===== src/sv/wlcs_pkg.sv =====
package wlcs_pkg;

   // item field widths
   localparam int ADDR_W  = 7;
   localparam int BYTE_W  = 8;
   localparam int COUNT_W = 32;
   localparam int DIV_W   = 8;
   localparam int IDX_W   = 3;
   localparam int POS_W   = 3;

   // operation codes on req_op
   localparam logic OP_SCAN = 1'b0;
   localparam logic OP_TICK = 1'b1;

   // result kinds on rsp_kind
   localparam logic KIND_WRITE = 1'b0;
   localparam logic KIND_SCAN  = 1'b1;

   // record layout
   localparam logic [BYTE_W-1:0]  CHECK_SEED    = 8'h5A;
   localparam logic [DIV_W-1:0]   DIVIDER_RESET = 8'd4;
   localparam logic [IDX_W-1:0]   LAST_IDX      = 3'd4;
   localparam logic [POS_W-1:0]   LAST_DATA_POS = 3'd4;
   localparam logic [ADDR_W-1:0]  REC_BYTES     = 7'd5;

   // one burst of results, handed from the core to the emitter
   typedef struct packed {
      logic                 is_scan;
      logic [COUNT_W-1:0]   count;
      logic [ADDR_W-1:0]    base;
      logic [COUNT_W-1:0]   value;
      logic [BYTE_W-1:0]    check_byte;
   } burst_type;

endpackage


===== src/sv/wlcs_core.sv =====
module wlcs_core #(
   parameter int SLOTS = 25
) (
   input  logic                            clock,
   input  logic                            reset,
   input  logic                            req_valid,
   output logic                            req_stall,
   input  logic                            req_op,
   input  logic [wlcs_pkg::BYTE_W-1:0]     req_read_byte,
   input  logic                            req_counter_changed,
   input  logic [wlcs_pkg::COUNT_W-1:0]    req_counter_value,
   input  logic                            csr_write_enable,
   input  logic [wlcs_pkg::DIV_W-1:0]      csr_write_data,
   input  logic                            emit_ready,
   output logic                            load_valid,
   output wlcs_pkg::burst_type             load_burst
);
   import wlcs_pkg::*;

   localparam int SLOT_W = (SLOTS > 1) ? $clog2(SLOTS) : 1;
   localparam logic [SLOT_W-1:0] SLOT_LAST = SLOT_W'(SLOTS - 1);
   localparam int PROD_W = SLOT_W + 3;

   // input register
   logic                 in_valid_ff, in_valid_in;
   logic                 op_ff;
   logic [BYTE_W-1:0]    byte_ff;
   logic                 changed_ff;
   logic [COUNT_W-1:0]   value_ff;

   // counter and scan state
   logic [DIV_W-1:0]     divider_ff, divider_in;
   logic [SLOT_W-1:0]    write_slot_ff, write_slot_in;
   logic [DIV_W-1:0]     countdown_ff, countdown_in;
   logic [POS_W-1:0]     scan_pos_ff, scan_pos_in;
   logic [SLOT_W-1:0]    scan_slot_ff, scan_slot_in;
   logic [COUNT_W-1:0]   scan_value_ff, scan_value_in;
   logic [BYTE_W-1:0]    scan_check_ff, scan_check_in;
   logic [COUNT_W-1:0]   best_ff, best_in;
   logic                 scan_done_ff, scan_done_in;

   logic                 need_burst;
   logic                 move;
   logic                 accept;
   logic [BYTE_W-1:0]    scan_d;
   logic [BYTE_W-1:0]    chk_next;
   logic [DIV_W-1:0]     cd_dec;
   logic [BYTE_W-1:0]    value_xor;
   logic [PROD_W-1:0]    base_prod;
   logic [SLOT_W-1:0]    ws_next;
   logic [SLOT_W-1:0]    ss_next;

   function automatic logic [SLOT_W-1:0] next_slot(input logic [SLOT_W-1:0] s);
      logic [SLOT_W-1:0] n;
      n = (s == SLOT_LAST) ? '0 : s + 1'b1;
      return n;
   endfunction

   // per-item decode
   always_comb begin
      scan_d    = ~byte_ff;
      chk_next  = scan_check_ff ^ scan_d;
      cd_dec    = countdown_ff - 1'b1;
      value_xor = CHECK_SEED ^ value_ff[7:0] ^ value_ff[15:8]
                  ^ value_ff[23:16] ^ value_ff[31:24];
      base_prod = PROD_W'(write_slot_ff) * PROD_W'(5);
      ws_next   = next_slot(write_slot_ff);
      ss_next   = next_slot(scan_slot_ff);
      unique case (op_ff)
         OP_SCAN: need_burst = !scan_done_ff && (scan_pos_ff == LAST_DATA_POS);
         OP_TICK: need_burst = (countdown_ff != '0) && (cd_dec == '0);
         default: need_burst = 1'b0;
      endcase
   end

   // handshake
   assign move      = in_valid_ff && (!need_burst || emit_ready);
   assign req_stall = in_valid_ff && !move;
   assign accept    = req_valid && !req_stall;
   assign load_valid = move && need_burst;

   always_comb begin
      in_valid_in = accept ? 1'b1 : (move ? 1'b0 : in_valid_ff);
   end

   // burst descriptor
   always_comb begin
      load_burst            = '0;
      load_burst.is_scan    = (op_ff == OP_SCAN);
      load_burst.count      = best_in;
      load_burst.base       = base_prod[ADDR_W-1:0];
      load_burst.value      = value_ff;
      load_burst.check_byte = ~value_xor;
      if (op_ff == OP_TICK) begin
         load_burst.count = '0;
      end else begin
         load_burst.base  = '0;
         load_burst.value = '0;
         load_burst.check_byte = '0;
      end
   end

   // state update
   always_comb begin
      divider_in    = csr_write_enable ? csr_write_data : divider_ff;
      write_slot_in = write_slot_ff;
      countdown_in  = countdown_ff;
      scan_pos_in   = scan_pos_ff;
      scan_slot_in  = scan_slot_ff;
      scan_value_in = scan_value_ff;
      scan_check_in = scan_check_ff;
      best_in       = best_ff;
      scan_done_in  = scan_done_ff;
      if (move) begin
         unique case (op_ff)
            OP_SCAN: begin
               if (!scan_done_ff) begin
                  scan_check_in = chk_next;
                  if (scan_pos_ff != LAST_DATA_POS) begin
                     scan_value_in = {scan_value_ff[COUNT_W-BYTE_W-1:0], scan_d};
                     scan_pos_in   = scan_pos_ff + 1'b1;
                  end else begin
                     // record end: take it if valid and larger
                     if (chk_next == '0 && scan_value_ff > best_ff) begin
                        best_in       = scan_value_ff;
                        write_slot_in = ss_next;
                     end
                     scan_pos_in   = '0;
                     scan_value_in = '0;
                     scan_check_in = CHECK_SEED;
                     scan_slot_in  = ss_next;
                     scan_done_in  = (scan_slot_ff == SLOT_LAST);
                  end
               end
            end
            OP_TICK: begin
               if (countdown_ff != '0) begin
                  countdown_in = cd_dec;
                  if (cd_dec == '0) begin
                     write_slot_in = ws_next;
                  end
               end else if (changed_ff) begin
                  countdown_in = divider_ff;
               end
            end
            default: begin
               countdown_in = countdown_ff;
            end
         endcase
      end
   end

   // payload of the input register
   always_ff @(posedge clock) begin
      if (accept) begin
         op_ff      <= req_op;
         byte_ff    <= req_read_byte;
         changed_ff <= req_counter_changed;
         value_ff   <= req_counter_value;
      end
   end

   // control, counter and scan state
   always_ff @(posedge clock) begin
      if (reset) begin
         in_valid_ff   <= 1'b0;
         divider_ff    <= DIVIDER_RESET;
         write_slot_ff <= '0;
         countdown_ff  <= '0;
         scan_pos_ff   <= '0;
         scan_slot_ff  <= '0;
         scan_value_ff <= '0;
         scan_check_ff <= CHECK_SEED;
         best_ff       <= '0;
         scan_done_ff  <= 1'b0;
      end else begin
         in_valid_ff   <= in_valid_in;
         divider_ff    <= divider_in;
         write_slot_ff <= write_slot_in;
         countdown_ff  <= countdown_in;
         scan_pos_ff   <= scan_pos_in;
         scan_slot_ff  <= scan_slot_in;
         scan_value_ff <= scan_value_in;
         scan_check_ff <= scan_check_in;
         best_ff       <= best_in;
         scan_done_ff  <= scan_done_in;
      end
   end

endmodule


===== src/sv/wlcs_emit.sv =====
module wlcs_emit (
   input  logic                            clock,
   input  logic                            reset,
   input  logic                            load_valid,
   input  wlcs_pkg::burst_type             load_burst,
   output logic                            emit_ready,
   output logic                            rsp_valid,
   input  logic                            rsp_stall,
   output logic                            rsp_kind,
   output logic [wlcs_pkg::ADDR_W-1:0]     rsp_write_addr,
   output logic [wlcs_pkg::BYTE_W-1:0]     rsp_write_data,
   output logic                            rsp_last,
   output logic [wlcs_pkg::COUNT_W-1:0]    rsp_recovered_count
);
   import wlcs_pkg::*;

   logic                busy_ff, busy_in;
   logic [IDX_W-1:0]    idx_ff, idx_in;
   burst_type           burst_ff;
   logic                take;
   logic                done_one;

   assign take       = busy_ff && !rsp_stall;
   assign done_one   = take && (burst_ff.is_scan || idx_ff == LAST_IDX);
   assign emit_ready = !busy_ff || done_one;

   // burst sequencing
   always_comb begin
      busy_in = busy_ff;
      idx_in  = idx_ff;
      if (load_valid) begin
         busy_in = 1'b1;
         idx_in  = '0;
      end else if (done_one) begin
         busy_in = 1'b0;
      end else if (take) begin
         idx_in = idx_ff + 1'b1;
      end
   end

   always_ff @(posedge clock) begin
      if (reset) begin
         busy_ff <= 1'b0;
         idx_ff  <= '0;
      end else begin
         busy_ff <= busy_in;
         idx_ff  <= idx_in;
      end
   end

   always_ff @(posedge clock) begin
      if (load_valid) begin
         burst_ff <= load_burst;
      end
   end

   // result fields: low byte first, check byte last
   assign rsp_valid = busy_ff;
   always_comb begin
      rsp_kind            = burst_ff.is_scan ? KIND_SCAN : KIND_WRITE;
      rsp_recovered_count = burst_ff.count;
      rsp_last            = 1'b0;
      unique case (idx_ff)
         3'd0: begin
            rsp_write_addr = burst_ff.base + 7'd3;
            rsp_write_data = ~burst_ff.value[7:0];
         end
         3'd1: begin
            rsp_write_addr = burst_ff.base + 7'd2;
            rsp_write_data = ~burst_ff.value[15:8];
         end
         3'd2: begin
            rsp_write_addr = burst_ff.base + 7'd1;
            rsp_write_data = ~burst_ff.value[23:16];
         end
         3'd3: begin
            rsp_write_addr = burst_ff.base;
            rsp_write_data = ~burst_ff.value[31:24];
         end
         default: begin
            rsp_write_addr = burst_ff.base + 7'd4;
            rsp_write_data = burst_ff.check_byte;
            rsp_last       = 1'b1;
         end
      endcase
      if (burst_ff.is_scan) begin
         rsp_write_addr = '0;
         rsp_write_data = '0;
         rsp_last       = 1'b0;
      end
   end

endmodule


===== src/sv/wear_levelled_counter_store.sv =====
// Wear-levelled counter store: keeps a 32-bit counter in a ring of SLOTS
// five-byte records in byte storage.
// Input channel (req_*): op 0 feeds one stored byte of the start-up scan, in
// address order; op 1 is a timer tick carrying counter_changed/counter_value.
// Result channel (rsp_*): kind 1 reports the best count after each scanned
// record; kind 0 is a storage byte write, five per record, last marks the
// check byte.
// csr_write_enable/csr_write_data load write_divider (ticks from a counter
// change to the write of its record); change it only while the block is idle.
// Timing: an item waits in the input register and its first result is shown
// in the cycle after the item moves on. Items that give no result or one
// result go at one per cycle while rsp_stall is low; a record write holds the
// result register for its five byte writes, one per cycle while not stalled.
// A stalled result holds its fields; new items queue in the input register
// and req_stall rises only when that register cannot hand on its item.
// Reset (synchronous): divider 4, scan restarts at slot 0, no countdown,
// write slot 0, nothing pending.
module wear_levelled_counter_store #(
   parameter int SLOTS = 25
) (
   input  logic                            clock,
   input  logic                            reset,
   input  logic                            req_valid,
   output logic                            req_stall,
   input  logic                            req_op,
   input  logic [wlcs_pkg::BYTE_W-1:0]     req_read_byte,
   input  logic                            req_counter_changed,
   input  logic [wlcs_pkg::COUNT_W-1:0]    req_counter_value,
   output logic                            rsp_valid,
   input  logic                            rsp_stall,
   output logic                            rsp_kind,
   output logic [wlcs_pkg::ADDR_W-1:0]     rsp_write_addr,
   output logic [wlcs_pkg::BYTE_W-1:0]     rsp_write_data,
   output logic                            rsp_last,
   output logic [wlcs_pkg::COUNT_W-1:0]    rsp_recovered_count,
   input  logic                            csr_write_enable,
   input  logic [wlcs_pkg::DIV_W-1:0]      csr_write_data
);
   import wlcs_pkg::*;

   logic        emit_ready;
   logic        load_valid;
   burst_type   load_burst;

   // state update and input register
   wlcs_core #(
      .SLOTS(SLOTS)
   ) u_core (
      .clock               (clock),
      .reset               (reset),
      .req_valid           (req_valid),
      .req_stall           (req_stall),
      .req_op              (req_op),
      .req_read_byte       (req_read_byte),
      .req_counter_changed (req_counter_changed),
      .req_counter_value   (req_counter_value),
      .csr_write_enable    (csr_write_enable),
      .csr_write_data      (csr_write_data),
      .emit_ready          (emit_ready),
      .load_valid          (load_valid),
      .load_burst          (load_burst)
   );

   // result register and byte sequencer
   wlcs_emit u_emit (
      .clock               (clock),
      .reset               (reset),
      .load_valid          (load_valid),
      .load_burst          (load_burst),
      .emit_ready          (emit_ready),
      .rsp_valid           (rsp_valid),
      .rsp_stall           (rsp_stall),
      .rsp_kind            (rsp_kind),
      .rsp_write_addr      (rsp_write_addr),
      .rsp_write_data      (rsp_write_data),
      .rsp_last            (rsp_last),
      .rsp_recovered_count (rsp_recovered_count)
   );

endmodule


===== config.mk =====
export PLATFORM = sky130hd
export DESIGN_NAME = wear_levelled_counter_store
export DESIGN_NICKNAME = d
export VERILOG_FILES = /design/src/sv/wlcs_pkg.sv /design/src/sv/wlcs_core.sv /design/src/sv/wlcs_emit.sv /design/src/sv/wear_levelled_counter_store.sv
export SDC_FILE = /design/constraint.sdc
export NUM_CORES = 1
export LEC_CHECK = 0
export BUFFER_PORTS_ARGS = -buffer_cell sky130_fd_sc_hd__buf_2
export CAP_MARGIN = 20
export CORE_ASPECT_RATIO = 1.25
export CORE_MARGIN = 1
export CORE_UTILIZATION = 44
export CTS_CLUSTER_SIZE = 20
export DETAILED_ROUTE_END_ITERATION = 10
export GPL_TIMING_DRIVEN = 0
export HOLD_SLACK_MARGIN = 0.03
export PLACE_DENSITY = 0.68
export SETUP_SLACK_MARGIN = 0.15
export SKIP_LAST_GASP = 1
export SLEW_MARGIN = 10
export SYNTH_ARGS = -nofsm -noshare
export SYNTH_HDL_FRONTEND = slang
export SYNTH_SLANG_ARGS = --single-unit

===== constraint.sdc =====
create_clock -name clock -period 4.1 [get_ports clock]
set_input_delay 0.82 -clock clock [delete_from_list [all_inputs] [get_ports clock]]
set_output_delay 0.82 -clock clock [all_outputs]
set_load 0.02 [all_outputs]

==> results of run 1 <==
-- flip-flops by register name (all words and copies together), names as in the netlist --
name,count
u_emit.idx_ff,3
u_core.divider_ff,8
u_core.scan_value_ff,32
u_core.changed_ff,1
u_core.countdown_ff,8
u_core.in_valid_ff,1
u_core.best_ff,32
u_core.scan_pos_ff,3
u_core.scan_check_ff,8
u_core.scan_done_ff,1
u_core.op_ff,1
u_core.value_ff,32
u_core.scan_slot_ff,5
u_emit.rsp_valid,1
u_core.write_slot_ff,5
u_emit.rsp_recovered_count,32
u_core.byte_ff,8
u_emit.burst_ff,48
-- cells in the mapped netlist, drive strengths merged (11+ instances only) --
library cell  instances  area share [%]
and2                 37             2.1
xnor2                29             2.3
nor2                143             4.9
ha                   55             6.3
nand2                31             1.1
inv                  82             2.8
xor2                 14             1.1
dfxtp               107              19
nand4                11            0.63
clkbuf               37             1.3
o21ai                19            0.86
buf                  45             3.0
nand3                51             2.4
mux2i                47             4.3
a21oi                71             3.3
edfxtp              122              33
a211oi               11            0.75
nand2b               25             1.4
nor3                 12            0.59
-- worst max path at each step --
stage	from	endpoint	slack (ns)	cells past startpoint
2_1_floorplan	u_core.countdown_ff[0]	u_emit.burst_ff[0]	0.15	9
3_3_place_gp	u_core.countdown_ff[0]	u_emit.rsp_recovered_count[24]	-0.88	9
3_5_place_dp	u_emit.idx_ff[2]	rsp_write_addr[5]	0.56	8
4_1_cts	u_emit.idx_ff[2]	rsp_write_addr[5]	0.17	8
5_1_grt	u_emit.idx_ff[1]	rsp_write_addr[4]	0.15	11
6_report	u_emit.idx_ff[1]	rsp_write_addr[5]	0.36	10
-- where the power goes --
group          switching (W)  leakage (nW)  internal [W]
Clock               0.000882         0.387       0.00130
Sequential         0.0000429          1.97       0.00247
Combinational       0.000176          2.83      0.000135
-- logic make-up (layout without fill, tap and decap cells) --
kind of cell	after synthesis	in the layout
and+or+nand+nor	340	340
xor gates and xnor gates	43	43
buffers and inverters	166	315
muxes	50	50
DFF	229	229
AOI/OAI and AO/OA	171	171
adders and majority gates	57	57
-- per-layer routing --
layer  global-route usage [%]  share of wire (%)  up-vias  routed length [um]
li1                         -                  -     3939                   -
met5                        0                  0        -                   0
met4                    5.629                2.2        0                 524
met3                    2.377                4.6       35                1106
met2                    33.07                 48      196               11530
met1                    24.45                 45     3675               10660
-- worst max-delay path, stage by stage (launching register included) --
cell and delay, ns:
dfxtp_1 0.37, inv_1 0.08, ha_1 0.17, clkbuf_2 0.23, nor2b_1 0.19, clkbuf_1 0.20, nor3_1 0.30, buf_2 0.33
a211oi_1 0.07, a211oi_1 0.25, buf_2 0.21
-- per-stage QoR --
| step | hold WS (ns) | cells |
|---|---|---|
| 2_1_floorplan | 0.4375 | 1056 |
| 6_report | 0.4779 | 1535 |
| 5_1_grt | 0.4576 | 1535 |
| 4_1_cts | 0.4584 | 1535 |
| 3_5_place_dp | 0.4830 | 1491 |
| 3_3_place_gp | 0.4580 | 1489 |
-- cell type report --
| class | instances | area, um2 |
|---|---|---|
| Fill cell | 2259 | 11730 |
| Sequential cell | 229 | 5807 |
| Multi-Input combinational cell | 661 | 4409 |
| Clock buffer | 28 | 636.9 |
| Timing Repair Buffer | 105 | 563.0 |
| Buffer | 82 | 476.7 |
| Tap cell | 330 | 412.9 |
| Inverter | 84 | 317.8 |
| Clock inverter | 16 | 155.1 |
==> flow_summary.toml, run 1 <==
[drt]
dr.pass1.iters = 5
wire_per_inst_um = 15.52
wirelength_um = 23820
drtIter0Drc = 445
drc = 0
vias_per_cell = 5.111
vias = 7845
postRouteAntennaNets = 0

[synth]
synth_edf_count = 122
ys_types = 65
synthXorXnorAreaFrac_pct = 3.425
synth-main-ff-cell = "edfxtp_1"
ys_seq_elements = 229
yosysSeqAreaShare_pct = 52.79
synth_compound_area_share_pct = 10.40
syn_inst = 1056
synth_mux_area_share_pct = 4.585
synth_fa_ha_area_share_pct = 6.622
syn_area_um2 = 11000
syn_avg_cell_area_um2 = 10.41
synth_top_family_by_area = "simple AND/OR/NAND/NOR gates"
ys_warn_count = 0
syn-num-nets = 1168
yosys.area_share.simple_pct = 15.05
async_flop_share_pct = 0

[status]
status = "finished, final reports clean"

[power]
p_leak_nw = 5.193
power_density_nw_per_um2 = 391.5
power_w = 0.005003
peakVddDrop_v = 0.0003043

[sta]
max_slew_margin_pct = 42.58
max_freq_mhz = 267.6
period_share_pct = 91.15
grt_setup_unrepaired = "false"
setup_viol = 0
worst_slack_ns = 0.3628
fin_crit_ns = 3.737
tightestPinTransition_ns = 0.8523
finalSetupTns_ns = 0
clock_skew_ns = 0.008043
hold_viol = 0
slew_violations = 0

[global_routing]
grt_overflow = 0
grt_start_max_net_pins = 60
grt_use_total_pct = 18.97
grt_pass1_wl_um = 38230
grt_antenna_before_repair = 0
grt_pass1_vias = 7486

[clock_tree]
cts_root_buffer = "clkbuf_16"
clockBufferDepth = 3
insertion_delay_ns = 0.51
clock_sinks = 229
cts-resized-gates = 2
cts_buffers = 24
htreeDepth = 1
cts_setup_buffers = 0
clk_pin_slew_ns = 0.06
cts_tree = "yes"
hold_buffers = 0

[placed_design]
routabilityCongestion = 0.8554
port_buffers = 103
dp_hpwl_um = 16830
dpl_cell_area_um2 = 11980
dp_slack_ns = 0.5626

[worst_setup_path]
rrSetupSlack_ns = 0.59
startpoint_type = "flip-flop"
path_class = "flip-flop to output pin"
r2r_end = "u_emit.rsp_recovered_count[0]"
reg2reg_depth = 9
crit_fanout = 10
endpoint_kind = "output pin"
cp.required_ns = 3.28
cp.arrival_ns = 2.92
r2r-start = "u_core.scan_value_ff[14]"

[layout]
diodes = 0
fin_nets = 1299
drive_gt1_share_pct = 16.93
syn2layout_area_growth_pct = 16.20
fin_util_pct = 52.15
final_common_cell = "nor2_1"
final_cell_mix = "143 x nor2_1, 122 x edfxtp_1, 109 x buf_2, 106 x dfxtp_1, 81 x inv_1"
design_area_um2 = 12780

[die]
start_util_pct = 44.88
core_um2 = 24500
dieArea_um2 = 25630
num_rows = 64
die_h_um = 178.8
io_pins = 106
fp.dieW_um = 143.4

[hold_path]
hp-class = "input pin to flip-flop"
hold_depth = 1
holdPathEnd = "u_core.byte_ff[2]"
hp-start = "req_read_byte[2]"

[flow_run]
cap_violations = 0
Note: power is estimated with default switching activity, not from simulation.
==> run 2: changes to the inputs <==
Settings changed: CTS_BUF_LIST set to sky130_fd_sc_hd__clkbuf_16.
==> flow_summary.toml, run 2 (synthesized netlist as in run 1, its figures left out) <==
[status]
status = "finished, final reports clean"

[worst_setup_path]
startpoint = "u_emit.idx_ff[1]"
startpoint_type = "flip-flop"
max_stage_delay_ns = 0.37
crit_fanout = 10
path_buf_inv = 5
critPathTopFamily = "buffers and inverters"
cp.arrival_ns = 2.91
path_depth = 10
reg2reg_depth = 9
endpoint_kind = "output pin"
rrSetupSlack_ns = 0.59
crit_path_end = "rsp_write_addr[5]"
slowest_stage = "dfxtp_1"
cp.required_ns = 3.28
r2r-start = "u_core.scan_value_ff[14]"
r2r_end = "u_emit.rsp_recovered_count[0]"
path_cells = "inv_1, ha_1, clkbuf_2, nor2b_1, clkbuf_1, nor3_1, buf_2, a211oi_1, a211oi_1, buf_2"
path_class = "flip-flop to output pin"

[layout]
final_common_cell = "nor2_1"
fillers = 2259
fin_cells = 1535
syn2layout_area_growth_pct = 16.20
diodes = 0
final_cell_mix = "143 x nor2_1, 122 x edfxtp_1, 109 x buf_2, 106 x dfxtp_1, 84 x inv_1"
fin_nets = 1299
regMostFlops = "u_emit.burst_ff"
largest_reg_flops = 48
drive_gt1_share_pct = 16.93
fin_util_pct = 52.15

[placed_design]
port_buffers = 103
dp.cells = 1491
dp_slack_ns = 0.5626
dp_hpwl_um = 16830
routabilityCongestion = 0.8554

[die]
fp.dieW_um = 143.4
core_um2 = 24500
dieArea_um2 = 25630
num_rows = 64
die_h_um = 178.8
io_pins = 106
start_util_pct = 44.88

[clock_tree]
cts_setup_buffers = 0
cts_tree = "yes"
insertion_delay_ns = 0.51
hold_buffers = 0
cts_root_buffer = "clkbuf_16"
htreeDepth = 1
clk_pin_slew_ns = 0.06
cts-resized-gates = 2
clockBufferDepth = 3
clock_sinks = 229
cts_buffers = 24

[sta]
grt_setup_unrepaired = "false"
fin_crit_ns = 3.735
worst_slack_ns = 0.3653
max_freq_mhz = 267.8
setup_viol = 0
tightestPinTransition_ns = 0.8406
max_slew_margin_pct = 43.37
clock_skew_ns = 0.007876
period_share_pct = 91.09
slew_violations = 0
hold_viol = 0
hold_ws_ns = 0.4777

[global_routing]
grt_start_max_net_pins = 60
grt_overflow = 0
grt_antenna_before_repair = 0
grt_use_total_pct = 18.97
grt_pass1_wl_um = 38230
grt_pass1_vias = 7486

[power]
peakVddDrop_v = 0.0003041
power_w = 0.004993
power_density_nw_per_um2 = 390.8
p_leak_nw = 5.205

[drt]
wirelength_um = 23800
wl_met1_um = 10660
dr_wl_met3_um = 1055
dr_wl_met2_um = 11550
wire_per_inst_um = 15.50
vias_per_cell = 5.111
vias = 7846
drtIter0Drc = 455
topRoutingLayerUsed = "met4"
dr.pass1.iters = 5
drc = 0
postRouteAntennaNets = 0

[flow_run]
cap_violations = 0

[hold_path]
hp-class = "input pin to flip-flop"
==> run 2: changes by cell type in the layout (fill, tap and decap cells not counted) <==
cell      delta
clkbuf_1     -3
inv_1        +3
==> run 2: worst register-to-register path: stages (launching register included) <==
cell      delay [ns]
dfxtp_1         0.37
ha_1            0.34
nand4_1         0.19
nor4_1          0.59
a211oi_1        0.17
o41a_1          0.18
o21ai_1         0.52
buf_2           0.42
mux2i_1         0.39
nor2_1          0.08
==> run 2: metrics by stage <==
step / area [um2] / TNS (ns)
floorplan: 11000 / 0
global placement: 11930 / -71.56
detailed placement: 11980 / 0
CTS: 12770 / 0
global route: 12780 / 0
finish: 12780 / 0
==> run 2: final cells by class <==
class                   instances  area, um2  area share, %
well taps                     330      412.9          3.231
flip-flops and latches        229       5807          45.44
inverters                      84      317.8          2.487
plain buffers                  82      476.7          3.731
multi-input cells             661       4409          34.51
repair buffers                105      563.0          4.406
clock buffers                  25      625.6          4.896
clock inverters                19      166.4          1.302
==> run 2: worst min-delay path by stage <==
| stage | from | endpoint | cells past startpoint |
|---|---|---|---|
| finish | req_read_byte[2] | u_core.byte_ff[2] | 1 |
| global route | req_read_byte[6] | u_core.byte_ff[6] | 1 |
| detailed placement | u_core.scan_slot_ff[1] | u_core.scan_slot_ff[1] | 2 |
| CTS | req_op | u_core.op_ff | 1 |
| global placement | u_core.scan_done_ff | u_core.scan_done_ff | 2 |
| floorplan | u_core.scan_done_ff | u_core.scan_done_ff | 2 |
==> run 2: routing by layer <==
metal / up-vias / track usage (%)
met5: - / 0
met4: 0 / 5.629
met3: 35 / 2.377
met2: 184 / 33.07
met1: 3689 / 24.45
li1: 3938 / -
==> run 2: power by group <==
group	internal (W)	leakage, nW	switching, W
logic	0.000135	2.83	0.000176
clock network	0.00129	0.400	0.000880
registers	0.00247	1.97	0.0000427
==> run 3: changes to the inputs <==
Settings changed: GPL_TIMING_DRIVEN 0 to unset.
==> flow_summary.toml, run 3 (synthesized netlist as in run 1, its figures left out) <==
[clock_tree]
cts_root_buffer = "clkbuf_16"
clk_pin_slew_ns = 0.06
clockBufferDepth = 3
cts_setup_buffers = 0
htreeDepth = 1
cts_tree = "yes"
insertion_delay_ns = 0.50
cts_buffers = 23
clock_sinks = 229
hold_buffers = 0
cts-resized-gates = 0

[drt]
drc = 0
vias_per_cell = 5.144
wirelength_um = 21930
drtIter0Drc = 392
postRouteAntennaNets = 0
wire_per_inst_um = 15.00
dr.pass1.iters = 4
vias = 7520

[worst_setup_path]
startpoint = "u_core.countdown_ff[0]"
r2r_end = "u_emit.rsp_recovered_count[15]"
path_class = "flip-flop to output pin"
path_cells = "inv_1, ha_1, nand2b_1, or3_1, nand3_2, o31ai_4, nand3_1, inv_1, buf_2"
slowest_stage = "dfxtp_1"
max_stage_delay_ns = 0.45
path_depth = 9
cpMostUsedCell = "inv_1"
cp.arrival_ns = 2.85
critPathTopFamily = "simple AND/OR/NAND/NOR gates"
cp.required_ns = 3.28
rrSetupSlack_ns = 0.85
reg2reg_depth = 9
startpoint_type = "flip-flop"
path_buf_inv = 3
endpoint_kind = "output pin"
r2r-start = "u_core.scan_value_ff[14]"
crit_fanout = 12

[layout]
fin_util_pct = 50.38
fin_cells = 1462
diodes = 0
syn2layout_area_growth_pct = 12.25
final_common_cell = "nor2_1"
fin_nets = 1228
largest_reg_flops = 48
regMostFlops = "u_emit.burst_ff"
design_area_um2 = 12340
final_cell_mix = "143 x nor2_1, 122 x edfxtp_1, 107 x dfxtp_1, 105 x buf_2, 84 x inv_1"
drive_gt1_share_pct = 14.49
fillers = 2255

[placed_design]
port_buffers = 105
dpl_cell_area_um2 = 11620
routabilityCongestion = 0.8555
dp.cells = 1421
dp_slack_ns = 0.8594
dp_hpwl_um = 15120

[status]
status = "finished, final reports clean"

[hold_path]
holdPathEnd = "u_core.scan_value_ff[8]"
hp-start = "u_core.scan_value_ff[0]"
hold_depth = 2
hp-class = "flip-flop to flip-flop"

[sta]
tightestPinTransition_ns = 0.7684
hold_viol = 0
worst_slack_ns = 0.4283
clock_skew_ns = 0.007211
max_freq_mhz = 272.4
slew_violations = 0
setup_viol = 0
period_share_pct = 89.55
fin_crit_ns = 3.672
grt_setup_unrepaired = "false"
finalSetupTns_ns = 0
max_slew_margin_pct = 48.78

[global_routing]
grt_antenna_before_repair = 0
grt_pass1_vias = 7136
grt_use_total_pct = 17.35
grt_pass1_wl_um = 35490
grt_start_max_net_pins = 65
grt_overflow = 0

[die]
dieArea_um2 = 25630
start_util_pct = 44.88
io_pins = 106
die_h_um = 178.8
core_um2 = 24500
fp.dieW_um = 143.4
num_rows = 64

[power]
p_leak_nw = 4.979
power_density_nw_per_um2 = 390.7
peakVddDrop_v = 0.0003020

[flow_run]
cap_violations = 0
run 3: through the flow:
stage	power [W]	hold WS (ns)
2_1_floorplan	0.002770	0.4375
5_1_grt	0.005003	0.4619
3_5_place_dp	0.002856	0.4743
3_3_place_gp	0.002848	0.4594
4_1_cts	0.004875	0.4701
6_report	0.004823	0.4826
run 3: cell type report:
| type | count | area (um2) | area share [%] |
|---|---|---|---|
| timing repair buffer | 117 | 665.6 | 5.392 |
| clock buffer | 24 | 600.6 | 4.865 |
| clock inverter | 17 | 120.1 | 0.9730 |
| multi-input combinational | 661 | 4423 | 35.83 |
| inverter | 84 | 316.6 | 2.564 |
| sequential | 229 | 5806 | 47.03 |
| tap | 330 | 412.9 | 3.345 |
run 3: layer usage:
layer / global-route usage (%) / routed length [um] / up-vias
met2: 29.69 / 10370 / 155
met1: 22.62 / 10140 / 3547
met4: 5.541 / 479 / 0
li1: - / - / 3781
met5: 0 / 0 / -
met3: 2.270 / 935 / 37
run 3: worst min-delay path: stages (launching register included):
cell     delay (ns)
dfxtp_1        0.32
nand3_1        0.06
a21oi_1        0.06
run 3: how the worst max path moves through the flow:
stage	to	slack (ns)
2_1_floorplan	u_emit.burst_ff[0]	0.15
3_3_place_gp	u_emit.rsp_recovered_count[15]	0.92
3_5_place_dp	u_emit.rsp_recovered_count[15]	0.86
4_1_cts	rsp_write_addr[5]	0.39
5_1_grt	req_stall	0.18
6_report	req_stall	0.43
run 3: power breakdown:
group,internal (W),switching [W],total [W]
Clock,0.00118,0.000842,0.00202
Sequential,0.00247,0.0000477,0.00252
Combinational,0.000128,0.000160,0.000288
Total,0.00377,0.00105,0.00482
